[src/rtl/core/pfx_pkg.sv]
// Shared types and constants for the postfix expression evaluator.
// Character codes, status codes and the arithmetic unit request/response types.
// No dependencies.
`default_nettype none

package pfx_pkg;

	localparam logic [7:0] CH_ZERO  = 8'h30;
	localparam logic [7:0] CH_NINE  = 8'h39;
	localparam logic [7:0] CH_PLUS  = 8'h2B;
	localparam logic [7:0] CH_MINUS = 8'h2D;
	localparam logic [7:0] CH_STAR  = 8'h2A;
	localparam logic [7:0] CH_SLASH = 8'h2F;
	localparam logic [7:0] CH_PCT   = 8'h25;
	localparam logic [7:0] CH_CARET = 8'h5E;

	typedef enum logic [2:0] {
		ST_OK        = 3'd0,
		ST_MALFORMED = 3'd1,
		ST_DIV_ZERO  = 3'd2,
		ST_MOD_ZERO  = 3'd3,
		ST_OVERFLOW  = 3'd4
	} status_t;

	typedef enum logic [2:0] {
		ALU_ADD = 3'd0,
		ALU_SUB = 3'd1,
		ALU_MUL = 3'd2,
		ALU_DIV = 3'd3,
		ALU_MOD = 3'd4,
		ALU_POW = 3'd5
	} alu_op_t;

	typedef struct packed {
		logic    start;
		alu_op_t op;
	} alu_req_t;

	typedef struct packed {
		logic        done;
		logic [31:0] result;
	} alu_rsp_t;

endpackage

`default_nettype wire

[src/rtl/core/pfx_alu.sv]
// Iterative 32-bit arithmetic unit: add, sub, mul, restoring divide/modulo,
// and power by squaring on one shared multiplier.
// Depends on pfx_pkg.
`default_nettype none

module pfx_alu (
	input  wire logic              clk,
	input  wire logic              arst_n,
	input  wire pfx_pkg::alu_req_t req,
	input  wire logic [31:0]       lhs,
	input  wire logic [31:0]       rhs,
	output pfx_pkg::alu_rsp_t      rsp
);
	import pfx_pkg::*;

	typedef enum logic [4:0] {
		A_IDLE    = 5'b00001,
		A_DIV     = 5'b00010,
		A_FIX     = 5'b00100,
		A_POW_ACC = 5'b01000,
		A_POW_SQR = 5'b10000
	} alu_state_t;

	alu_state_t  state_q;
	alu_op_t     op_q;
	logic [31:0] x_q;
	logic [31:0] y_q;
	logic [31:0] acc_q;
	logic [31:0] rem_q;
	logic [4:0]  cnt_q;
	logic        qneg_q;
	logic        rneg_q;
	logic [31:0] res_q;
	logic        done_q;

	logic [31:0] mul_x;
	logic [31:0] mul_y;
	logic [31:0] mul_p;
	logic [31:0] lhs_mag;
	logic [31:0] rhs_mag;
	logic [32:0] shl;
	logic [32:0] diff;
	logic        ge;

	always_comb begin
		unique case (state_q)
			A_POW_ACC: begin
				mul_x = acc_q;
				mul_y = x_q;
			end
			A_POW_SQR: begin
				mul_x = x_q;
				mul_y = x_q;
			end
			default: begin
				mul_x = lhs;
				mul_y = rhs;
			end
		endcase
	end

	assign mul_p   = mul_x * mul_y;
	assign lhs_mag = lhs[31] ? (~lhs + 32'd1) : lhs;
	assign rhs_mag = rhs[31] ? (~rhs + 32'd1) : rhs;
	assign shl     = {rem_q, x_q[31]};
	assign diff    = shl - {1'b0, y_q};
	assign ge      = ~diff[32];

	always_ff @(posedge clk or negedge arst_n) begin
		if (!arst_n) begin
			state_q <= A_IDLE;
			op_q    <= ALU_ADD;
			x_q     <= '0;
			y_q     <= '0;
			acc_q   <= '0;
			rem_q   <= '0;
			cnt_q   <= '0;
			qneg_q  <= 1'b0;
			rneg_q  <= 1'b0;
			res_q   <= '0;
			done_q  <= 1'b0;
		end else begin
			done_q <= 1'b0;
			unique case (state_q)
				A_IDLE: begin
					if (req.start) begin
						op_q <= req.op;
						unique case (req.op)
							ALU_ADD: begin
								res_q  <= lhs + rhs;
								done_q <= 1'b1;
							end
							ALU_SUB: begin
								res_q  <= lhs - rhs;
								done_q <= 1'b1;
							end
							ALU_MUL: begin
								res_q  <= mul_p;
								done_q <= 1'b1;
							end
							ALU_DIV, ALU_MOD: begin
								x_q     <= lhs_mag;
								y_q     <= rhs_mag;
								acc_q   <= '0;
								rem_q   <= '0;
								cnt_q   <= '0;
								qneg_q  <= lhs[31] ^ rhs[31];
								rneg_q  <= lhs[31];
								state_q <= A_DIV;
							end
							ALU_POW: begin
								if (rhs[31] || rhs == 32'd0) begin
									res_q  <= 32'd1;
									done_q <= 1'b1;
								end else begin
									x_q     <= lhs;
									y_q     <= rhs;
									acc_q   <= 32'd1;
									state_q <= A_POW_ACC;
								end
							end
							default: begin
								res_q  <= '0;
								done_q <= 1'b1;
							end
						endcase
					end
				end
				A_DIV: begin
					rem_q <= ge ? diff[31:0] : shl[31:0];
					x_q   <= {x_q[30:0], 1'b0};
					acc_q <= {acc_q[30:0], ge};
					cnt_q <= cnt_q + 5'd1;
					if (cnt_q == 5'd31) begin
						state_q <= A_FIX;
					end
				end
				A_FIX: begin
					if (op_q == ALU_DIV) begin
						res_q <= qneg_q ? (~acc_q + 32'd1) : acc_q;
					end else begin
						res_q <= rneg_q ? (~rem_q + 32'd1) : rem_q;
					end
					done_q  <= 1'b1;
					state_q <= A_IDLE;
				end
				A_POW_ACC: begin
					if (y_q[0]) begin
						acc_q <= mul_p;
					end
					state_q <= A_POW_SQR;
				end
				A_POW_SQR: begin
					x_q <= mul_p;
					y_q <= {1'b0, y_q[31:1]};
					if (y_q[31:1] == 31'd0) begin
						res_q   <= acc_q;
						done_q  <= 1'b1;
						state_q <= A_IDLE;
					end else begin
						state_q <= A_POW_ACC;
					end
				end
				default: begin
					state_q <= A_IDLE;
				end
			endcase
		end
	end

	assign rsp.done   = done_q;
	assign rsp.result = res_q;

endmodule

`default_nettype wire

[src/rtl/core/postfix_expression_evaluator_core.sv]
// Top level of the postfix expression evaluator: symbol decode, operand stack
// memory, sequencer and result register.
// Depends on pfx_pkg and pfx_alu.
//
// channel  dir  tdata fields (low bit up)          tlast
// s_axis   in   symbol[7:0]                        end_of_expression
// m_axis   out  value[31:0], status[34:32], pad    -
//
// Digits and ignored symbols go from decode to finish; + - * read both operands and
// run once in the shared unit; / and % take one quotient bit per cycle in that unit;
// ^ runs an accumulate and a square step of the shared multiplier per exponent bit.
// The final symbol also passes the emit state and waits while the result register is full.
// Reset clears the stack count, the error and the output valid; no memory clear.
`default_nettype none

module postfix_expression_evaluator_core #(
	parameter int STACK_DEPTH = 16
) (
	input  wire logic        clk,
	input  wire logic        arst_n,
	input  wire logic        s_axis_tvalid,
	output logic             s_axis_tready,
	input  wire logic [7:0]  s_axis_tdata,   // symbol[7:0]
	input  wire logic        s_axis_tlast,
	output logic             m_axis_tvalid,
	input  wire logic        m_axis_tready,
	output logic [39:0]      m_axis_tdata    // value[31:0], status[34:32], zero[39:35]
);
	import pfx_pkg::*;

	localparam int AW = (STACK_DEPTH > 1) ? $clog2(STACK_DEPTH) : 1;
	localparam int CW = $clog2(STACK_DEPTH + 1);

	typedef enum logic [6:0] {
		S_IDLE   = 7'b0000001,
		S_DECODE = 7'b0000010,
		S_RD_RHS = 7'b0000100,
		S_RD_LHS = 7'b0001000,
		S_EXEC   = 7'b0010000,
		S_FINISH = 7'b0100000,
		S_EMIT   = 7'b1000000
	} state_t;

	state_t      state_q;
	logic [7:0]  sym_q;
	logic        last_q;
	logic [CW-1:0] count_q;
	status_t     err_q;
	alu_op_t     op_q;
	logic [31:0] rhs_q;
	logic [31:0] rd_data_q;
	logic        m_valid_q;
	logic [31:0] m_value_q;
	status_t     m_status_q;

	logic [31:0] mem [STACK_DEPTH];

	logic [CW-1:0] cnt_m1;
	logic [CW-1:0] cnt_m2;
	logic [AW-1:0] rd_addr;
	logic          mem_we;
	logic [AW-1:0] mem_waddr;
	logic [31:0]   mem_wdata;
	logic          is_digit;
	logic          is_op;
	alu_op_t       dec_op;
	logic          rhs_zero;
	logic          zero_fault;
	alu_req_t      alu_req;
	alu_rsp_t      alu_rsp;

	assign cnt_m1     = count_q - CW'(1);
	assign cnt_m2     = count_q - CW'(2);
	assign is_digit   = (sym_q >= CH_ZERO) && (sym_q <= CH_NINE);
	assign rhs_zero   = (rhs_q == 32'd0);
	assign zero_fault = rhs_zero && ((op_q == ALU_DIV) || (op_q == ALU_MOD));

	always_comb begin
		is_op  = 1'b1;
		dec_op = ALU_ADD;
		unique case (sym_q)
			CH_PLUS:  dec_op = ALU_ADD;
			CH_MINUS: dec_op = ALU_SUB;
			CH_STAR:  dec_op = ALU_MUL;
			CH_SLASH: dec_op = ALU_DIV;
			CH_PCT:   dec_op = ALU_MOD;
			CH_CARET: dec_op = ALU_POW;
			default:  is_op  = 1'b0;
		endcase
	end

	always_comb begin
		unique case (state_q)
			S_DECODE: rd_addr = cnt_m1[AW-1:0];
			S_RD_RHS: rd_addr = cnt_m2[AW-1:0];
			default:  rd_addr = '0;
		endcase
	end

	always_comb begin
		mem_we    = 1'b0;
		mem_waddr = count_q[AW-1:0];
		mem_wdata = {28'd0, sym_q[3:0]};
		if (state_q == S_DECODE && err_q == ST_OK && is_digit
				&& count_q < CW'(STACK_DEPTH)) begin
			mem_we = 1'b1;
		end else if (state_q == S_EXEC && alu_rsp.done) begin
			mem_we    = 1'b1;
			mem_waddr = cnt_m2[AW-1:0];
			mem_wdata = alu_rsp.result;
		end
	end

	always_ff @(posedge clk) begin
		if (mem_we) begin
			mem[mem_waddr] <= mem_wdata;
		end
		rd_data_q <= mem[rd_addr];
	end

	assign alu_req.start = (state_q == S_RD_LHS) && !zero_fault;
	assign alu_req.op    = op_q;

	pfx_alu u_alu (
		.clk    (clk),
		.arst_n (arst_n),
		.req    (alu_req),
		.lhs    (rd_data_q),
		.rhs    (rhs_q),
		.rsp    (alu_rsp)
	);

	always_ff @(posedge clk or negedge arst_n) begin
		if (!arst_n) begin
			state_q    <= S_IDLE;
			sym_q      <= '0;
			last_q     <= 1'b0;
			count_q    <= '0;
			err_q      <= ST_OK;
			op_q       <= ALU_ADD;
			rhs_q      <= '0;
			m_valid_q  <= 1'b0;
			m_value_q  <= '0;
			m_status_q <= ST_OK;
		end else begin
			if (m_axis_tready && state_q != S_EMIT) begin
				m_valid_q <= 1'b0;
			end
			unique case (state_q)
				S_IDLE: begin
					if (s_axis_tvalid) begin
						sym_q   <= s_axis_tdata;
						last_q  <= s_axis_tlast;
						state_q <= S_DECODE;
					end
				end
				S_DECODE: begin
					state_q <= S_FINISH;
					if (err_q == ST_OK) begin
						if (is_digit) begin
							if (count_q >= CW'(STACK_DEPTH)) begin
								err_q <= ST_OVERFLOW;
							end else begin
								count_q <= count_q + CW'(1);
							end
						end else if (is_op) begin
							if (count_q < CW'(2)) begin
								err_q <= ST_MALFORMED;
							end else begin
								op_q    <= dec_op;
								state_q <= S_RD_RHS;
							end
						end
					end
				end
				S_RD_RHS: begin
					rhs_q   <= rd_data_q;
					state_q <= S_RD_LHS;
				end
				S_RD_LHS: begin
					if (zero_fault) begin
						err_q   <= (op_q == ALU_DIV) ? ST_DIV_ZERO : ST_MOD_ZERO;
						state_q <= S_FINISH;
					end else begin
						state_q <= S_EXEC;
					end
				end
				S_EXEC: begin
					if (alu_rsp.done) begin
						count_q <= cnt_m1;
						state_q <= S_FINISH;
					end
				end
				S_FINISH: begin
					state_q <= last_q ? S_EMIT : S_IDLE;
				end
				S_EMIT: begin
					if (!m_valid_q || m_axis_tready) begin
						m_valid_q <= 1'b1;
						if (err_q != ST_OK) begin
							m_value_q  <= '0;
							m_status_q <= err_q;
						end else if (count_q == CW'(1)) begin
							m_value_q  <= rd_data_q;
							m_status_q <= ST_OK;
						end else begin
							m_value_q  <= '0;
							m_status_q <= ST_MALFORMED;
						end
						count_q <= '0;
						err_q   <= ST_OK;
						state_q <= S_IDLE;
					end
				end
				default: begin
					state_q <= S_IDLE;
				end
			endcase
		end
	end

	assign s_axis_tready = (state_q == S_IDLE);
	assign m_axis_tvalid = m_valid_q;
	assign m_axis_tdata  = {5'd0, m_status_q, m_value_q};

endmodule

`default_nettype wire

[config.mk]
export PLATFORM = sky130hd
export DESIGN_NAME = postfix_expression_evaluator_core
export DESIGN_NICKNAME = d
export VERILOG_FILES = /design/src/rtl/core/pfx_pkg.sv /design/src/rtl/core/pfx_alu.sv /design/src/rtl/core/postfix_expression_evaluator_core.sv
export SDC_FILE = /design/constraint.sdc
export NUM_CORES = 2
export LEC_CHECK = 0
export BUFFER_PORTS_ARGS = -buffer_cell sky130_fd_sc_hd__buf_2
export CAP_MARGIN = 20
export CELL_PAD_IN_SITES_DETAIL_PLACEMENT = 1
export CELL_PAD_IN_SITES_GLOBAL_PLACEMENT = 1
export CORE_UTILIZATION = 45
export CTS_CLUSTER_DIAMETER = 30
export CTS_CLUSTER_SIZE = 30
export DETAILED_ROUTE_END_ITERATION = 12
export PLACE_DENSITY = 0.72
export SLEW_MARGIN = 30
export SYNTH_ARGS = -nofsm -noshare
export SYNTH_HDL_FRONTEND = slang
export SYNTH_HIERARCHICAL = 1
export SYNTH_SLANG_ARGS = --single-unit
export TNS_END_PERCENT = 10
[constraint.sdc]
create_clock -name clk -period 10.2 [get_ports clk]
set_clock_uncertainty 0.15 [all_clocks]
set_input_delay 0.51 -clock clk [delete_from_list [all_inputs] [get_ports clk]]
set_output_delay 0.51 -clock clk [all_outputs]
set_load 0.05 [all_outputs]
==> flow_metrics.tcl <==
set metrics [dict create \
    status "completed" \
    worst_pin_slew_ns 1.12 \
    seq_area_frac_synth_pct 40.0 \
    fin_area_um2 66500 \
    powerDensity_nw_per_um2 198 \
    wire_per_inst_um 30.5 \
    clock_sinks 815 \
    netlist_instances 5695 \
    clockBufferDepth 3 \
    synth.mux.area_fraction_pct 2.95 \
    synth_async_sr_flop_share_pct 33.3 \
    route.met3.wl_mm 23.5 \
    synth_top_family_by_area "adder cells" \
    max_slew_margin_pct 25.2 \
    path_class "reg2reg" \
    p_leak_nw 28.9 \
    area_growth_pct 16.9 \
    numPortBuffers 49 \
    placementRows 130 \
    grt_pass1_wl_mm 340 \
    drc 0 \
    finalSetupViolations 0 \
    yosysWarnings 6 \
    synth-xor-area-share_pct 3.82 \
    antenna_found_initial 10 \
    period_share_pct 97.6 \
    cts_root_buffer "clkbuf_16" \
    h-tree-depth 4 \
    finalSetupTns_ns 0 \
    worst_slack_ns 0.243 \
    cts_tree "built" \
    grt_max_degree 97 \
    synth_ff_type "edfxtp_1" \
    pre_cts_slack_ns 0.281 \
    synth_compound_area_share_pct 14.0 \
    crit_arrival_ns 10.53 \
    core_um2 126000 \
    final_common_cell "nand2_1" \
    dr.pass1.iters 7 \
    drt_wl_total_mm 232 \
    layout-drive-gt1-share_pct 12.7 \
    drv_slew 0 \
    route.met2.wl_mm 103 \
    highest_layer "met5" \
    via_per_inst 6.35 \
    synth-edff-count 512 \
    avgSynthCellArea_um2 10.0 \
    numCtsBuffers 181 \
    synth-simple-area-share_pct 14.5 \
    initial_core_util_pct 45.3 \
    drt_iter0_markers 6018 \
    postCtsSetupRepairBufs 0 \
    crit_path_end_kind "flop" \
    routabilityCongestion 0.986 \
    routedLengthMet1_mm 92.7 \
    yosys_register_bits 815 \
    die_height_um 358 \
    startpoint_type "flop" \
    vias 48400 \
    synth-adder-area-share_pct 18.8 \
    nets 6420 \
    worstPathRequired_ns 10.77 \
    fmax_mhz 100 \
    worst-path-max-fanout 39 \
    gr-total-overflow 0 \
    rsz0062_at_grt "false" \
    max-cap-violations 0 \
    mostFrequentLayoutCells "nand2_1, nor2_1, edfxtp_1" \
    dpl-instance-area_um2 59700 \
    syn_area_um2 56900 \
    ir_drop_v 0.000163 \
    dieArea_um2 128000 \
    clk_pin_slew_ns 0.05 \
    antenna_left 0 \
    die_w_um 358 \
    synth.distinct_cells 96 \
    grt_pass1_vias 50300 \
    insertion_delay_ns 0.80 \
    period_needed_ns 9.96 \
    hold_viol_final 0 \
    grtUsageTotal_pct 36.4 \
    pin_count 55 \
    dp_hpwl_mm 158 \
    holdCritPathClass "in2async" \
]
cell usage after synthesis (75+ instances only):
cell type	count	area share, %
a22oi_1	80	1.1
fa_1	410	14
inv_1	491	3.2
dfrtp_1	269	12
mux2i_1	125	2.2
nand3_1	99	0.87
nor2_1	616	4.1
a21oi_1	266	2.3
xnor2_1	156	2.4
o21ai_0	265	2.3
clkbuf_1	263	1.7
ha_1	198	4.4
nor3_1	75	0.66
edfxtp_1	512	27
nand2_1	732	4.8
xor2_1	75	1.2
power by group:
part | internal, mW | total [mW] | switching (mW)
registers | 3.59 | 3.71 | 0.117
clock network | 4.29 | 6.33 | 2.05
logic | 1.00 | 3.10 | 2.09
total | 8.88 | 13.1 | 4.26
cell type report:
type / count / area (µm²)
fillers: 13600 / 59000
multi-input cells: 4046 / 31200
flip-flops and latches: 815 / 22800
clock buffers: 217 / 4880
well taps: 1650 / 2060
repair buffers: 264 / 1930
inverters: 491 / 1840
clock inverters: 124 / 1810
diodes: 4 / 10.0
critical path, stage by stage (launching register included):
cell and delay (ns):
dfrtp_1 0.50, nor3_4 0.47, and2_4 0.54, buf_4 0.42, buf_4 0.32, a221o_1 0.51
nand2_1 0.16, fa_1 0.55, inv_1 0.05, fa_1 0.47, inv_1 0.05, fa_1 0.52
fa_1 0.57, inv_1 0.05, fa_1 0.49, fa_1 0.62, fa_1 0.48, fa_1 0.48
ha_1 0.48, nand2_1 0.09, o21ai_0 0.32, a21oi_1 0.13, xnor2_1 0.79, a22oi_1 0.21
o221ai_1 0.23, mux2_2 0.18
per-stage QoR:
stage	total power [mW]	std cells	hold slack [ns]	utilization (%)
2_1_floorplan	5.49	5699	0.0644	-
3_3_place_gp	6.64	7253	0.307	47.5
3_5_place_dp	6.69	7254	0.323	47.5
4_1_cts	13.1	7605	0.0892	52.9
5_1_grt	13.5	7607	0.122	53.0
6_report	13.1	7611	0.113	53.0
cells by family after synthesis:
logic type | after synthesis
buffers and inverters | 838
DFF | 815
AOI/OAI and AO/OA | 1157
adders and majority gates | 608
other | 1
xor gates and xnor gates | 238
and+or+nand+nor | 1875
muxes | 163
metal layers:
layer  vias to the layer above  track usage, %
li1                      20100               -
met1                     24900            48.9
met2                      2780            55.2
met3                       634            8.00
met4                        12            19.0
met5                         -               0
flip-flops by register name, summed over array words and instances, names as in the netlist, 3 cells and up:
name	flops
u_alu/acc_q	32
m_value_q	32
u_alu/y_q	32
rhs_q	32
u_alu/cnt_q	5
count_q	5
u_alu/op_q	3
mem	512
op_q	3
u_alu/x_q	32
u_alu/res_q	32
u_alu/rem_q	32
state_q	7
m_status_q	3
rd_data_q	32
sym_q	8
u_alu/state_q	5
err_q	3
final timing paths:
kind                                          endpoint  slack [ns]                          from  depth (start not counted)
max reg2reg                u_alu/res_q[26]$_DFFE_PN0P_        0.24  u_alu/state_q[2]$_DFFE_PN0P_                         25
max                        u_alu/res_q[26]$_DFFE_PN0P_        0.24  u_alu/state_q[2]$_DFFE_PN0P_                         25
max in group asynchronous       u_alu/done_q$_DFF_PN0_        8.23                        arst_n                          4
min                          u_alu/x_q[29]$_DFFE_PN0P_        0.11                        arst_n                          2
min reg2reg                  m_value_q[18]$_DFFE_PN0P_        0.33     m_value_q[18]$_DFFE_PN0P_                          2
min in group clk                  sym_q[4]$_DFFE_PN0P_        0.15                 s_axis_tvalid                          4
what timing repair did:
action,in CTS,in global routing
hold buffers,10,0
endpoints found under the hold margin,102,0
gates resized for setup,0,2
setup endpoints to repair,0,4
Note: power is estimated with default switching activity, not from simulation.
